==> config.mk <==
export PLATFORM = sky130hd
export DESIGN_NAME = line_rasterizer_top_flat
export DESIGN_NICKNAME = d
export VERILOG_FILES = /design/src/lr_pkg.sv /design/src/lr_if.sv /design/src/lr_ctrl.sv /design/src/lr_datapath.sv /design/src/line_rasterizer_top.sv /design/src/flat_wrapper.sv
export SDC_FILE = /design/constraint.sdc
export NUM_CORES = 1
export LEC_CHECK = 0
export BUFFER_PORTS_ARGS = -buffer_cell sky130_fd_sc_hd__buf_4
export CAP_MARGIN = 0
export CORE_MARGIN = 3
export CORE_UTILIZATION = 55
export CTS_BUF_LIST = sky130_fd_sc_hd__clkbuf_8
export CTS_CLUSTER_SIZE = 30
export DETAILED_ROUTE_END_ITERATION = 10
export PLACE_DENSITY_LB_ADDON = 0.2
export SYNTH_ARGS = -nofsm -noshare
export SYNTH_HDL_FRONTEND = slang
export SYNTH_SLANG_ARGS = --single-unit
==> constraint.sdc <==
create_clock -name clock -period 5.4 [get_ports clock]
set_clock_uncertainty 0.05 [all_clocks]
set_input_delay 1.08 -clock clock [delete_from_list [all_inputs] [get_ports clock]]
set_output_delay 1.08 -clock clock [all_outputs]
set_load 0.05 [all_outputs]
==> src/lr_pkg.sv <==
// Line rasterizer package: default sizes, controller states and the
// command/status bundles exchanged between controller and datapath.
// No dependencies.
package lr_pkg;

   localparam int LR_COORD_BITS = 6;
   localparam int LR_COLOR_BITS = 24;

   // Controller states
   typedef enum logic [1:0] {
      ST_IDLE,
      ST_SETUP,
      ST_RUN
   } lr_state_type;

   // Controller -> datapath commands
   typedef struct packed {
      logic load;    // capture the incoming line command
      logic setup;   // compute deltas, directions and initial error
      logic step;    // emit current pixel and advance one step
   } lr_cmd_type;

   // Datapath -> controller status
   typedef struct packed {
      logic degenerate; // endpoints equal, no pixels
      logic last;       // current pixel is the final one of the run
      logic out_free;   // output register can take a pixel this cycle
   } lr_sts_type;

endpackage

==> src/lr_if.sv <==
// Valid/ready channel interfaces for line commands and pixel results.
// Depends on lr_pkg.
interface lr_req_if
   import lr_pkg::*;
#(
   parameter int COORD_BITS = LR_COORD_BITS
);
   logic                     valid;
   logic                     ready;
   logic [COORD_BITS-1:0]    x_start;
   logic [COORD_BITS-1:0]    y_start;
   logic [COORD_BITS-1:0]    x_end;
   logic [COORD_BITS-1:0]    y_end;
   logic [LR_COLOR_BITS-1:0] pixel_color;

   modport source (output valid, x_start, y_start, x_end, y_end, pixel_color,
                   input ready);
   modport sink   (input valid, x_start, y_start, x_end, y_end, pixel_color,
                   output ready);
endinterface

interface lr_rsp_if
   import lr_pkg::*;
#(
   parameter int COORD_BITS = LR_COORD_BITS
);
   logic                     valid;
   logic                     ready;
   logic [COORD_BITS-1:0]    pixel_x;
   logic [COORD_BITS-1:0]    pixel_y;
   logic [LR_COLOR_BITS-1:0] out_color;
   logic                     last_pixel;

   modport source (output valid, pixel_x, pixel_y, out_color, last_pixel,
                   input ready);
   modport sink   (input valid, pixel_x, pixel_y, out_color, last_pixel,
                   output ready);
endinterface

==> src/lr_ctrl.sv <==
// Line rasterizer controller: sequences load, setup and pixel stepping.
// Depends on lr_pkg.
module lr_ctrl
   import lr_pkg::*;
(
   input  logic       clock,
   input  logic       reset,
   input  logic       req_valid,
   output logic       req_ready,
   input  lr_sts_type sts,
   output lr_cmd_type cmd
);

   lr_state_type state_ff, state_in;

   // State register
   always_ff @(posedge clock) begin
      if (reset) begin
         state_ff <= ST_IDLE;
      end else begin
         state_ff <= state_in;
      end
   end

   // Next state
   always_comb begin
      state_in = state_ff;
      case (state_ff)
         ST_IDLE: begin
            if (req_valid) state_in = ST_SETUP;
         end
         ST_SETUP: begin
            state_in = sts.degenerate ? ST_IDLE : ST_RUN;
         end
         ST_RUN: begin
            if (sts.out_free && sts.last) state_in = ST_IDLE;
         end
         default: begin
            state_in = ST_IDLE;
         end
      endcase
   end

   // Outputs
   always_comb begin
      req_ready = 1'b0;
      cmd       = '0;
      case (state_ff)
         ST_IDLE: begin
            req_ready = 1'b1;
            cmd.load  = req_valid;
         end
         ST_SETUP: begin
            cmd.setup = 1'b1;
         end
         ST_RUN: begin
            cmd.step = sts.out_free;
         end
         default: begin
            req_ready = 1'b0;
         end
      endcase
   end

endmodule

==> src/lr_datapath.sv <==
// Line rasterizer datapath: coordinate and error registers, Bresenham step
// logic and the pixel output register. Depends on lr_pkg.
module lr_datapath
   import lr_pkg::*;
#(
   parameter int COORD_BITS = LR_COORD_BITS
)(
   input  logic                     clock,
   input  logic                     reset,
   input  lr_cmd_type               cmd,
   output lr_sts_type               sts,
   input  logic [COORD_BITS-1:0]    x_start,
   input  logic [COORD_BITS-1:0]    y_start,
   input  logic [COORD_BITS-1:0]    x_end,
   input  logic [COORD_BITS-1:0]    y_end,
   input  logic [LR_COLOR_BITS-1:0] pixel_color,
   input  logic                     rsp_ready,
   output logic                     rsp_valid,
   output logic [COORD_BITS-1:0]    pixel_x,
   output logic [COORD_BITS-1:0]    pixel_y,
   output logic [LR_COLOR_BITS-1:0] out_color,
   output logic                     last_pixel
);

   localparam int CB = COORD_BITS;
   localparam int EW = COORD_BITS + 3;   // signed error term

   logic [CB-1:0]            x_ff, x_in, y_ff, y_in;
   logic [CB-1:0]            xe_ff, ye_ff;
   logic [LR_COLOR_BITS-1:0] color_ff;
   logic                     sx_neg_ff, sy_neg_ff, x_major_ff;
   logic [CB:0]              adx2_ff, ady2_ff;
   logic signed [EW-1:0]     err_ff, err_in;

   logic                     out_valid_ff, out_valid_in;
   logic [CB-1:0]            px_ff, py_ff;
   logic [LR_COLOR_BITS-1:0] pcolor_ff;
   logic                     plast_ff;

   // Setup terms from the captured endpoints
   logic [CB:0]   dx, dy, dx_neg, dy_neg;
   logic [CB-1:0] adx, ady;
   assign dx     = {1'b0, xe_ff} - {1'b0, x_ff};
   assign dy     = {1'b0, ye_ff} - {1'b0, y_ff};
   assign dx_neg = -dx;
   assign dy_neg = -dy;
   assign adx    = dx[CB] ? dx_neg[CB-1:0] : dx[CB-1:0];
   assign ady    = dy[CB] ? dy_neg[CB-1:0] : dy[CB-1:0];

   // One Bresenham step
   logic [CB-1:0]        x_step, y_step;
   logic [CB:0]          minor2, major2;
   logic signed [EW-1:0] err_sub;
   logic                 step_minor;
   assign x_step     = sx_neg_ff ? x_ff - CB'(1) : x_ff + CB'(1);
   assign y_step     = sy_neg_ff ? y_ff - CB'(1) : y_ff + CB'(1);
   assign minor2     = x_major_ff ? ady2_ff : adx2_ff;
   assign major2     = x_major_ff ? adx2_ff : ady2_ff;
   assign err_sub    = err_ff - $signed({2'b00, minor2});
   assign step_minor = err_sub[EW-1] || (err_sub == '0);

   always_comb begin
      x_in   = x_ff;
      y_in   = y_ff;
      err_in = err_ff;
      if (cmd.load) begin
         x_in = x_start;
         y_in = y_start;
      end else if (cmd.setup) begin
         // error starts at the major delta
         err_in = (ady < adx) ? $signed({3'b000, adx}) : $signed({3'b000, ady});
      end else if (cmd.step) begin
         err_in = step_minor ? err_sub + $signed({2'b00, major2}) : err_sub;
         if (x_major_ff) begin
            x_in = x_step;
            if (step_minor) y_in = y_step;
         end else begin
            y_in = y_step;
            if (step_minor) x_in = x_step;
         end
      end
   end

   // Line state registers
   always_ff @(posedge clock) begin
      x_ff   <= x_in;
      y_ff   <= y_in;
      err_ff <= err_in;
      if (cmd.load) begin
         xe_ff    <= x_end;
         ye_ff    <= y_end;
         color_ff <= pixel_color;
      end
      if (cmd.setup) begin
         sx_neg_ff  <= dx[CB];
         sy_neg_ff  <= dy[CB];
         x_major_ff <= (ady < adx);
         adx2_ff    <= {adx, 1'b0};
         ady2_ff    <= {ady, 1'b0};
      end
   end

   // Output register
   assign out_valid_in = cmd.step ? 1'b1 : (rsp_ready ? 1'b0 : out_valid_ff);

   always_ff @(posedge clock) begin
      if (reset) begin
         out_valid_ff <= 1'b0;
      end else begin
         out_valid_ff <= out_valid_in;
      end
   end

   always_ff @(posedge clock) begin
      if (cmd.step) begin
         px_ff     <= x_ff;
         py_ff     <= y_ff;
         pcolor_ff <= color_ff;
         plast_ff  <= sts.last;
      end
   end

   // Status
   assign sts.degenerate = (x_ff == xe_ff) && (y_ff == ye_ff);
   assign sts.last       = x_major_ff ? (x_step == xe_ff) : (y_step == ye_ff);
   assign sts.out_free   = !out_valid_ff || rsp_ready;

   assign rsp_valid  = out_valid_ff;
   assign pixel_x    = px_ff;
   assign pixel_y    = py_ff;
   assign out_color  = pcolor_ff;
   assign last_pixel = plast_ff;

endmodule

==> src/line_rasterizer_top.sv <==
// Line rasterizer top level: joins controller and datapath to the channels.
// Depends on lr_pkg, lr_if, lr_ctrl and lr_datapath.
//
// Usage:
//   req_ch carries one line command (start point, end point, color). It is
//   taken only while the block is idle; ready stays low from the transfer
//   until the last pixel of that line has been loaded into the output
//   register.
//   rsp_ch delivers one pixel per transfer, start point first, end point
//   left out, last_pixel set on the final pixel. Equal endpoints give no
//   pixels.
// Timing:
//   Command capture and setup come first, in the idle and setup states;
//   then one pixel per cycle while the receiver keeps ready high. A line
//   holds at most 2^COORD_BITS - 1 pixels. The first pixel is stepped
//   in the run state and offered from the output register. The single step
//   unit of the datapath sets the pixel rate.
//   A stalled receiver holds the output register; stepping pauses until the
//   pixel is taken. A new command may be taken while the last pixel waits.
// Reset:
//   Synchronous, active high; returns to idle and drops rsp valid.
module line_rasterizer_top
   import lr_pkg::*;
#(
   parameter int COORD_BITS = LR_COORD_BITS
)(
   input  logic  clock,
   input  logic  reset,
   lr_req_if.sink   req_ch,
   lr_rsp_if.source rsp_ch
);

   lr_cmd_type cmd;
   lr_sts_type sts;

   lr_ctrl u_ctrl (
      .clock     (clock),
      .reset     (reset),
      .req_valid (req_ch.valid),
      .req_ready (req_ch.ready),
      .sts       (sts),
      .cmd       (cmd)
   );

   lr_datapath #(
      .COORD_BITS (COORD_BITS)
   ) u_datapath (
      .clock       (clock),
      .reset       (reset),
      .cmd         (cmd),
      .sts         (sts),
      .x_start     (req_ch.x_start),
      .y_start     (req_ch.y_start),
      .x_end       (req_ch.x_end),
      .y_end       (req_ch.y_end),
      .pixel_color (req_ch.pixel_color),
      .rsp_ready   (rsp_ch.ready),
      .rsp_valid   (rsp_ch.valid),
      .pixel_x     (rsp_ch.pixel_x),
      .pixel_y     (rsp_ch.pixel_y),
      .out_color   (rsp_ch.out_color),
      .last_pixel  (rsp_ch.last_pixel)
   );

endmodule

==> src/flat_wrapper.sv <==
// flat-port wrapper written by rule: the top's interface ports become plain ports
module line_rasterizer_top_flat import lr_pkg::*;
#(
   parameter int COORD_BITS = LR_COORD_BITS
)
  (clock, reset, req_ch_valid, req_ch_x_start, req_ch_y_start, req_ch_x_end, req_ch_y_end, req_ch_pixel_color, req_ch_ready, rsp_ch_valid, rsp_ch_pixel_x, rsp_ch_pixel_y, rsp_ch_out_color, rsp_ch_last_pixel, rsp_ch_ready);
  lr_req_if #(.COORD_BITS(COORD_BITS)) req_ch_i ();
  lr_rsp_if #(.COORD_BITS(COORD_BITS)) rsp_ch_i ();
  input  logic clock;
  input  logic reset;
  input wire logic [$bits(req_ch_i.valid)-1:0] req_ch_valid;
  input wire logic [$bits(req_ch_i.x_start)-1:0] req_ch_x_start;
  input wire logic [$bits(req_ch_i.y_start)-1:0] req_ch_y_start;
  input wire logic [$bits(req_ch_i.x_end)-1:0] req_ch_x_end;
  input wire logic [$bits(req_ch_i.y_end)-1:0] req_ch_y_end;
  input wire logic [$bits(req_ch_i.pixel_color)-1:0] req_ch_pixel_color;
  output wire logic [$bits(req_ch_i.ready)-1:0] req_ch_ready;
  output wire logic [$bits(rsp_ch_i.valid)-1:0] rsp_ch_valid;
  output wire logic [$bits(rsp_ch_i.pixel_x)-1:0] rsp_ch_pixel_x;
  output wire logic [$bits(rsp_ch_i.pixel_y)-1:0] rsp_ch_pixel_y;
  output wire logic [$bits(rsp_ch_i.out_color)-1:0] rsp_ch_out_color;
  output wire logic [$bits(rsp_ch_i.last_pixel)-1:0] rsp_ch_last_pixel;
  input wire logic [$bits(rsp_ch_i.ready)-1:0] rsp_ch_ready;
  assign req_ch_i.valid = req_ch_valid;
  assign req_ch_i.x_start = req_ch_x_start;
  assign req_ch_i.y_start = req_ch_y_start;
  assign req_ch_i.x_end = req_ch_x_end;
  assign req_ch_i.y_end = req_ch_y_end;
  assign req_ch_i.pixel_color = req_ch_pixel_color;
  assign req_ch_ready = req_ch_i.ready;
  assign rsp_ch_valid = rsp_ch_i.valid;
  assign rsp_ch_pixel_x = rsp_ch_i.pixel_x;
  assign rsp_ch_pixel_y = rsp_ch_i.pixel_y;
  assign rsp_ch_out_color = rsp_ch_i.out_color;
  assign rsp_ch_last_pixel = rsp_ch_i.last_pixel;
  assign rsp_ch_i.ready = rsp_ch_ready;
  line_rasterizer_top #(.COORD_BITS(COORD_BITS)) u_core (.clock(clock), .reset(reset), .req_ch(req_ch_i), .rsp_ch(rsp_ch_i));
endmodule
---- Word-level counts from Yosys, hierarchy flattened ----
Index checks and enable logic that the tools add are counted.
storage, ports and cells
  register bits after elaboration ......... 112
  bits of input ports ..................... 52
  logic and storage cells ................. 85
operators by class
  add/subtract/negate cells ............... 10
  order comparisons ....................... 1
  equal/unequal tests ..................... 10
  muxes and demuxes ....................... 31
  bitwise logic cells ..................... 1
  reduce and logical (&&, ||, !) cells .... 15
operators by type and width
  cell                   number
  $mux W6                15
  $mux W9                3
  $eq A6 B6 Y1           4
  $mux W7                2
  $sub A6 B6 Y7          2
  $add A6 B1 Y6 const B  2
  $neg A6 Y6             2
  $sub A6 B1 Y6 const B  2
  $add A9 B8 Y9          1
  $logic_not A9 Y1       1
  $sub A9 B8 Y9          1
  $mux W1                7
  $lt A6 B6 Y1           1
  $mux W2                3
  $pmux W2 S3            1
  $reduce_and A3 Y1      2
  $reduce_bool A2 Y1     3
  $ne A2 B2 Y1 const B   2
  $reduce_and A2 Y1      2
  $ne A3 B1 Y1 const B   1
  $reduce_bool A3 Y1     1
  $eq A2 B1 Y1 const B   1
  $eq A2 B2 Y1 const B   1
  $logic_and A1 B1 Y1    2
  5 further kinds        6

---- Logic depth before layout (Yosys ltp) ----
  word-level depth ........................ 9
  gate-level depth with buffers ........... 17

---- By module ----
A second synthesis with hierarchy kept.
unflattened totals
  cell total of the unflattened synthesis .. 431
  area total of the unflattened synthesis .. 5,715.5 sq um
by module, submodules not included
  module       times used  cells an instance  area an instance (sq um)  sequential area each (sq um)
  lr_datapath  1           419                5,607.9                   3,293.2
  lr_ctrl      1           12                 107.6                     40.0

---- Least setup slack after synthesis ----
OpenSTA, ideal clock, no wires.
  kind .................................... reg-to-reg
  start point ............................. reg u_core.u_datapath.y_ff[0]
  end point ............................... reg u_core.u_datapath.err_ff[2], data pin
  setup time .............................. 0.170 ns
  arrival ................................. 3.352 ns
  slack ................................... 1.828 ns
  cell stages (with the launch flop) ...... 15
  period minus slack after synthesis ...... 3.572 ns
  cell sequence ........................... edfxtp_1 ha_1 inv_1 fa_1 xnor2_1 and3_1 or3b_1 a21oi_1 nor2_1 xnor2_1 ha_1 nand2_1 o21ai_1 mux2_2 o32ai_2
on the way
  word-level cells in the longest chain between the ends .. 6
RTL lines
  what                                RTL line           text
  from (decl)                         lr_datapath.sv:28  logic [CB-1:0] x_ff, x_in, y_ff, y_in;
  from (signal assigned)              lr_datapath.sv:87  y_ff <= y_in;
  $sub A6 B6 Y7 (*)                   lr_datapath.sv:44  assign dy = {1'b0, ye_ff} - {1'b0, y_ff};
  $neg A6 Y6                          lr_datapath.sv:46  assign dy_neg = -dy;
  $mux W6 (*)                         lr_datapath.sv:48  assign ady = dy[CB] ? dy_neg[CB-1:0] : dy[CB-1:0];
  named net u_core.u_datapath.ady[5]  lr_datapath.sv:42  logic [CB-1:0] adx, ady;
  $lt A6 B6 Y1 (*)                    lr_datapath.sv:71  err_in = (ady < adx) ? $signed({3'b000, adx}) : $signed({3'b000, ady});
  $mux W6 (*)                         lr_datapath.sv:71
  $mux W9 (*)                         lr_datapath.sv:69  end else if (cmd.setup) begin
  to (signal assigned)                lr_datapath.sv:88  err_ff <= err_in;
  to (decl)                           lr_datapath.sv:33  logic signed [EW-1:0] err_ff, err_in;
The timed path passes the listed nets; every way through them passes the cells marked *.
A chain may end at the register's enable or synchronous reset.

---- Worst setup path in the final report ----
Ends and elaborated chain as after synthesis.

==> report_table.html <==
<table>
<tr><th>Metric</th><th>Value</th></tr>
<tr><th colspan="2">Run status</th></tr>
<tr><td>Status</td><td>completed</td></tr>
<tr><th colspan="2">Global routing</th></tr>
<tr><td>Residual overflow from global routing</td><td>0</td></tr>
<tr><td>Wire length of the first global-routing pass</td><td>18.6 mm</td></tr>
<tr><td>Initial antenna violation count</td><td>0</td></tr>
<tr><td>Largest net degree at the start of global routing</td><td>27</td></tr>
<tr><td>Total global-route track usage</td><td>between 20% and 30%</td></tr>
<tr><td>Number of global-route vias before repair</td><td>around 3800</td></tr>
<tr><th colspan="2">Placement</th></tr>
<tr><td>Final RePlAce weighted congestion</td><td>a little under 0.9</td></tr>
<tr><td>Post-placement setup slack</td><td>roughly 1.4 ns</td></tr>
<tr><td>Total placed instance area</td><td>6750 sq um</td></tr>
<tr><td>Quantity of I/O buffers inserted on ports</td><td>90</td></tr>
<tr><td>DP HPWL</td><td>8.73 mm</td></tr>
<tr><td>Count of placed standard cells including taps</td><td>around 700</td></tr>
<tr><th colspan="2">Timing</th></tr>
<tr><td>Final hold violation count</td><td>0</td></tr>
<tr><td>Transition at the pin with the smallest max-transition slack</td><td>roughly 0.79 ns</td></tr>
<tr><td>Total negative slack for setup checks</td><td>0 ns</td></tr>
<tr><td>Unrepaired setup endpoints after global routing</td><td>false</td></tr>
<tr><td>Worst slew slack as a fraction of its limit</td><td>47.2%</td></tr>
<tr><td>Top achievable clock speed</td><td>approximately 0.25 GHz</td></tr>
<tr><td>Shortest period the worst path allows</td><td>4.02 ns</td></tr>
<tr><td>Max-slew violation count</td><td>0</td></tr>
<tr><td>Final period utilization</td><td>74.4%</td></tr>
<tr><td>Worst setup slack after layout</td><td>around 1.4 ns</td></tr>
<tr><td>Number of endpoints failing setup at the final stage</td><td>0</td></tr>
<tr><th colspan="2">Routing</th></tr>
<tr><td>M1 wire length</td><td>5.09 mm</td></tr>
<tr><td>Routed WL</td><td>11.6 mm</td></tr>
<tr><td>Number of violations reported at the end of detailed-routing iteration 0</td><td>196</td></tr>
<tr><td>Pre-antenna DRT Iters</td><td>4</td></tr>
<tr><td>DR WL met2</td><td>5.89 mm</td></tr>
<tr><td>Wire length on met3</td><td>roughly 430 microns</td></tr>
<tr><td>DRC violations left</td><td>0</td></tr>
<tr><td>Routed WL per cell</td><td>16.5 microns</td></tr>
<tr><td>Via-to-Cell Ratio</td><td>roughly 5.5</td></tr>
<tr><td>Top layer reached by signal wires</td><td>met4</td></tr>
<tr><td>Count of nets left with antenna violations after detail routing</td><td>0</td></tr>
<tr><td>Via count of the routed design</td><td>about 3900</td></tr>
<tr><th colspan="2">Yosys</th></tr>
<tr><td>Syn. warnings</td><td>0</td></tr>
<tr><td>Mean area per synthesized cell</td><td>12.8 sq um</td></tr>
<tr><td>Netlist cell types</td><td>between 60 and 70</td></tr>
<tr><td>Leading register cell type out of synthesis</td><td>edfxtp_1</td></tr>
<tr><td>Net count of the mapped netlist</td><td>559</td></tr>
<tr><td>Gate count after technology mapping</td><td>462</td></tr>
<tr><td>Number of synthesized register bits</td><td>112</td></tr>
<tr><td>Async S/R FF share, synth</td><td>0%</td></tr>
<tr><td>Cell area after synthesis</td><td>5910 sq um</td></tr>
<tr><td>Register area share after synthesis</td><td>a little under three fifths</td></tr>
<tr><td>Number of enable-type register cells in the synthesized netlist</td><td>109</td></tr>
<tr><th colspan="2">Setup path</th></tr>
<tr><td>Capture point of the worst reg-to-reg path</td><td>u_core.u_datapath.err_ff[2]</td></tr>
<tr><td>Data required time at the worst endpoint</td><td>5.56 ns</td></tr>
<tr><td>Critical path launch point type</td><td>register</td></tr>
<tr><td>Sum of buffers and inverters on the critical path</td><td>1</td></tr>
<tr><td>Worst path arrival time</td><td>4.18 ns</td></tr>
<tr><td>Depth of the worst register-to-register path</td><td>14</td></tr>
<tr><td>CP top delay family</td><td>adder cells</td></tr>
<tr><td>Setup CP Type</td><td>reg2reg</td></tr>
<tr><td>Crit path cell chain</td><td>ha_1 -&gt; inv_1 -&gt; fa_1 -&gt; xnor2_1 -&gt; and3_1 -&gt; or3b_1 -&gt; a21oi_1 -&gt; nor2_1 -&gt; xnor2_1 -&gt; ha_1 -&gt; nand2_1 -&gt; o21ai_1 -&gt; mux2_2 -&gt; o32ai_2</td></tr>
<tr><td>Capturing element type of the critical path</td><td>register</td></tr>
<tr><td>Launch point of the worst reg-to-reg path</td><td>u_core.u_datapath.y_ff[0]</td></tr>
<tr><td>CP max-delay cell</td><td>o21ai_1</td></tr>
<tr><td>Setup slack of the worst register-to-register path</td><td>1.38 ns</td></tr>
<tr><td>Delay of the slowest critical-path stage</td><td>0.50 ns</td></tr>
<tr><td>Biggest fanout along the worst timing path</td><td>9</td></tr>
<tr><th colspan="2">Finish</th></tr>
<tr><td>Final Core Density</td><td>67.0%</td></tr>
<tr><td>Non-filler instance count after layout</td><td>approximately 700</td></tr>
<tr><td>Fraction of final layout cells sized beyond drive strength 1</td><td>23.4%</td></tr>
<tr><td>Layout overhead on the synthesized area</td><td>17.5%</td></tr>
<tr><td>Design Area, Final</td><td>between 6000 and 7000 sq um</td></tr>
<tr><td>Antenna diode count</td><td>0</td></tr>
<tr><td>NumNets Final</td><td>657</td></tr>
<tr><th colspan="2">Die</th></tr>
<tr><td>Die width</td><td>approximately 110 microns</td></tr>
<tr><td>Ports</td><td>91</td></tr>
<tr><td>DIE HEIGHT</td><td>about 110 microns</td></tr>
<tr><td>Die Area</td><td>12000 sq um</td></tr>
<tr><td>Placeable core area</td><td>10400 sq um</td></tr>
<tr><td>Effective utilization at floorplan</td><td>57.0%</td></tr>
<tr><td>Number of placement rows</td><td>37</td></tr>
<tr><th colspan="2">Power</th></tr>
<tr><td>Clock power share</td><td>between 10% and 20%</td></tr>
<tr><td>Leakage Power</td><td>0.00283 uW</td></tr>
<tr><td>Power share of the combinational group</td><td>60.3%</td></tr>
<tr><td>Power Density</td><td>651 nW/um^2</td></tr>
<tr><td>Proportion of power drawn by flip-flops and latches</td><td>29.2%</td></tr>
<tr><td>Psw</td><td>1920 uW</td></tr>
<tr><td>Switching share of power</td><td>about 43%</td></tr>
<tr><td>Peak ir drop on the vdd network</td><td>0.000333 V</td></tr>
<tr><td>Internal power</td><td>between 2000 and 3000 uW</td></tr>
<tr><th colspan="2">Clocking</th></tr>
<tr><td>Post_cts resized</td><td>0</td></tr>
<tr><td>CTS Buf Count</td><td>9</td></tr>
<tr><td>Post-CTS clock slew at the launch and capture registers of the worst setup and hold paths</td><td>0.10 ns</td></tr>
<tr><td>Maximum root-to-sink buffer count</td><td>2</td></tr>
<tr><td>Insertion delay of the later-clocked pin in the worst-skew pair</td><td>0.38 ns</td></tr>
<tr><td># H-tree levels</td><td>3</td></tr>
<tr><td>Clock root buffer</td><td>clkbuf_8</td></tr>
<tr><td>Post-CTS Setup Repair Bufs</td><td>0</td></tr>
<tr><td>Clock sink count</td><td>112</td></tr>
<tr><td>CTS Hold Buffers Added</td><td>0</td></tr>
<tr><td>TritonCTS clock tree</td><td>built</td></tr>
<tr><th colspan="2">Worst hold path</th></tr>
<tr><td>Start point of the worst hold path</td><td>u_core.u_datapath.color_ff[16]</td></tr>
<tr><td>Capture endpoint of the worst hold path</td><td>u_core.u_datapath.out_color[16]</td></tr>
<tr><td>Classification of the worst-slack hold path</td><td>reg2reg</td></tr>
<tr><td>Number of cells on the worst hold path</td><td>0</td></tr>
<tr><th colspan="2">Job</th></tr>
<tr><td>Number of max-cap violations</td><td>0</td></tr>
</table>
## synthesized netlist by cell type, types with 3 or more instances
master    instances  share of area (%)
a211oi_1          5               0.64
nand4_1           3               0.32
mux2_2            9                1.7
xor2_1           18                2.7
ha_1             39                8.3
fa_1              6                2.0
or3_1             4               0.42
nand3_1           8               0.68
edfxtp_1        109                 55
nand2_1          27                1.7
dfxtp_1           3                1.0
nor2_1           30                1.9
a21o_1            6               0.76
nor3_1            5               0.42
nand2b_1          9               0.95
o21bai_1          4               0.51
a21oi_1          25                2.1
o211ai_1          4               0.51
xnor2_1          21                3.1
clkbuf_1          4               0.25
nor2b_1           3               0.32
o21ai_0          14                1.2
o21a_1            4               0.51
mux2i_1           9                1.5
o211a_1           3               0.51
inv_1            40                2.5
## cell usage in the layout (no fill, tap or decap), types with 3 or more instances in the layout
cell type / instances
inv_1: 41
or3_1: 4
nand3_1: 8
buf_4: 93
a211oi_1: 5
xor2_1: 18
o211ai_1: 4
nor2b_1: 3
dfxtp_1: 3
fa_1: 6
ha_1: 39
nand2b_1: 9
o211a_1: 3
nor2_1: 30
o21bai_1: 4
clkbuf_8: 9
edfxtp_1: 109
o21a_1: 4
nand4_1: 3
nor3_1: 5
mux2i_1: 9
xnor2_1: 21
a21o_1: 6
nand2_1: 27
a21oi_1: 25
o21ai_0: 14
mux2_2: 9
## cell families after synthesis
kind of cell	after synthesis	synth area share, %
flops	112	56.4
simple gates	106	9.06
compound gates	94	11.9
buf+inv	47	3.01
fa+ha+maj	45	10.3
xor+xnor	40	6.06
mux	18	3.24
## worst register-to-register path, stage by stage, from the launching register on
cell	delay (ns)
edfxtp_1	0.49
ha_1	0.22
inv_1	0.06
fa_1	0.40
xnor2_1	0.29
and3_1	0.23
or3b_1	0.35
a21oi_1	0.14
nor2_1	0.06
xnor2_1	0.16
ha_1	0.31
nand2_1	0.05
o21ai_1	0.50
mux2_2	0.44
o32ai_2	0.12
## metrics by stage
step	hold slack [ns]	power (uW)
5_1_grt	0.388	4900
3_5_place_dp	0.355	4040
2_1_floorplan	0.350	3500
6_report	0.376	4520
3_3_place_gp	0.351	3960
4_1_cts	0.374	4540
## state kept, by name (all words and copies together), names as in the netlist
signal / flops
u_core.u_datapath.color_ff: 24
u_core.u_datapath.out_color: 24
u_core.u_datapath.err_ff: 9
u_core.u_datapath.adx2_ff: 6
u_core.u_datapath.ady2_ff: 6
u_core.u_datapath.pixel_x: 6
u_core.u_datapath.pixel_y: 6
u_core.u_datapath.x_ff: 6
u_core.u_datapath.xe_ff: 6
u_core.u_datapath.y_ff: 6
u_core.u_datapath.ye_ff: 6
u_core.u_ctrl.state_ff: 2
u_core.u_datapath.last_pixel: 1
u_core.u_datapath.rsp_valid: 1
u_core.u_datapath.sx_neg_ff: 1
u_core.u_datapath.sy_neg_ff: 1
u_core.u_datapath.x_major_ff: 1
## power by group through the flow
stage	registers (uW)	logic (uW)	clock network (uW)
floorplan	1360	2140	0
global placement	1330	2630	0
detailed placement	1340	2700	0
CTS	1320	2720	496
global route	1340	3030	528
finish	1320	2730	475
## area by class of cell
cell class	instances	area, sq um
well taps	136	170
inverters	41	154
clock inverters	7	66.3
fillers	792	3430
flip-flops and latches	112	3330
multi-input cells	303	2400
clock buffers	9	124
repair buffers	93	698
## worst max-delay path by stage
stage | start | slack (ns) | to | cells after the start
detailed placement | u_core.u_datapath.y_ff[0] | 1.43 | u_core.u_datapath.err_ff[2] | 14
global route | u_core.u_datapath.y_ff[0] | 1.03 | u_core.u_datapath.err_ff[2] | 14
finish | u_core.u_datapath.y_ff[0] | 1.38 | u_core.u_datapath.err_ff[2] | 14
CTS | u_core.u_datapath.y_ff[0] | 1.40 | u_core.u_datapath.err_ff[2] | 14
global placement | u_core.u_datapath.y_ff[0] | 1.54 | u_core.u_datapath.err_ff[2] | 14
floorplan | u_core.u_datapath.y_ff[0] | 1.83 | u_core.u_datapath.err_ff[2] | 14
## routing by layer
metal  track usage [%]  vias to the layer above
met5                 0                        -
met4              6.32                        0
met3              3.88                       14
met2              33.7                       90
met1              26.8                     1876
li1                  -                     1905
No activity file was read; power rests on OpenSTA's default activity.
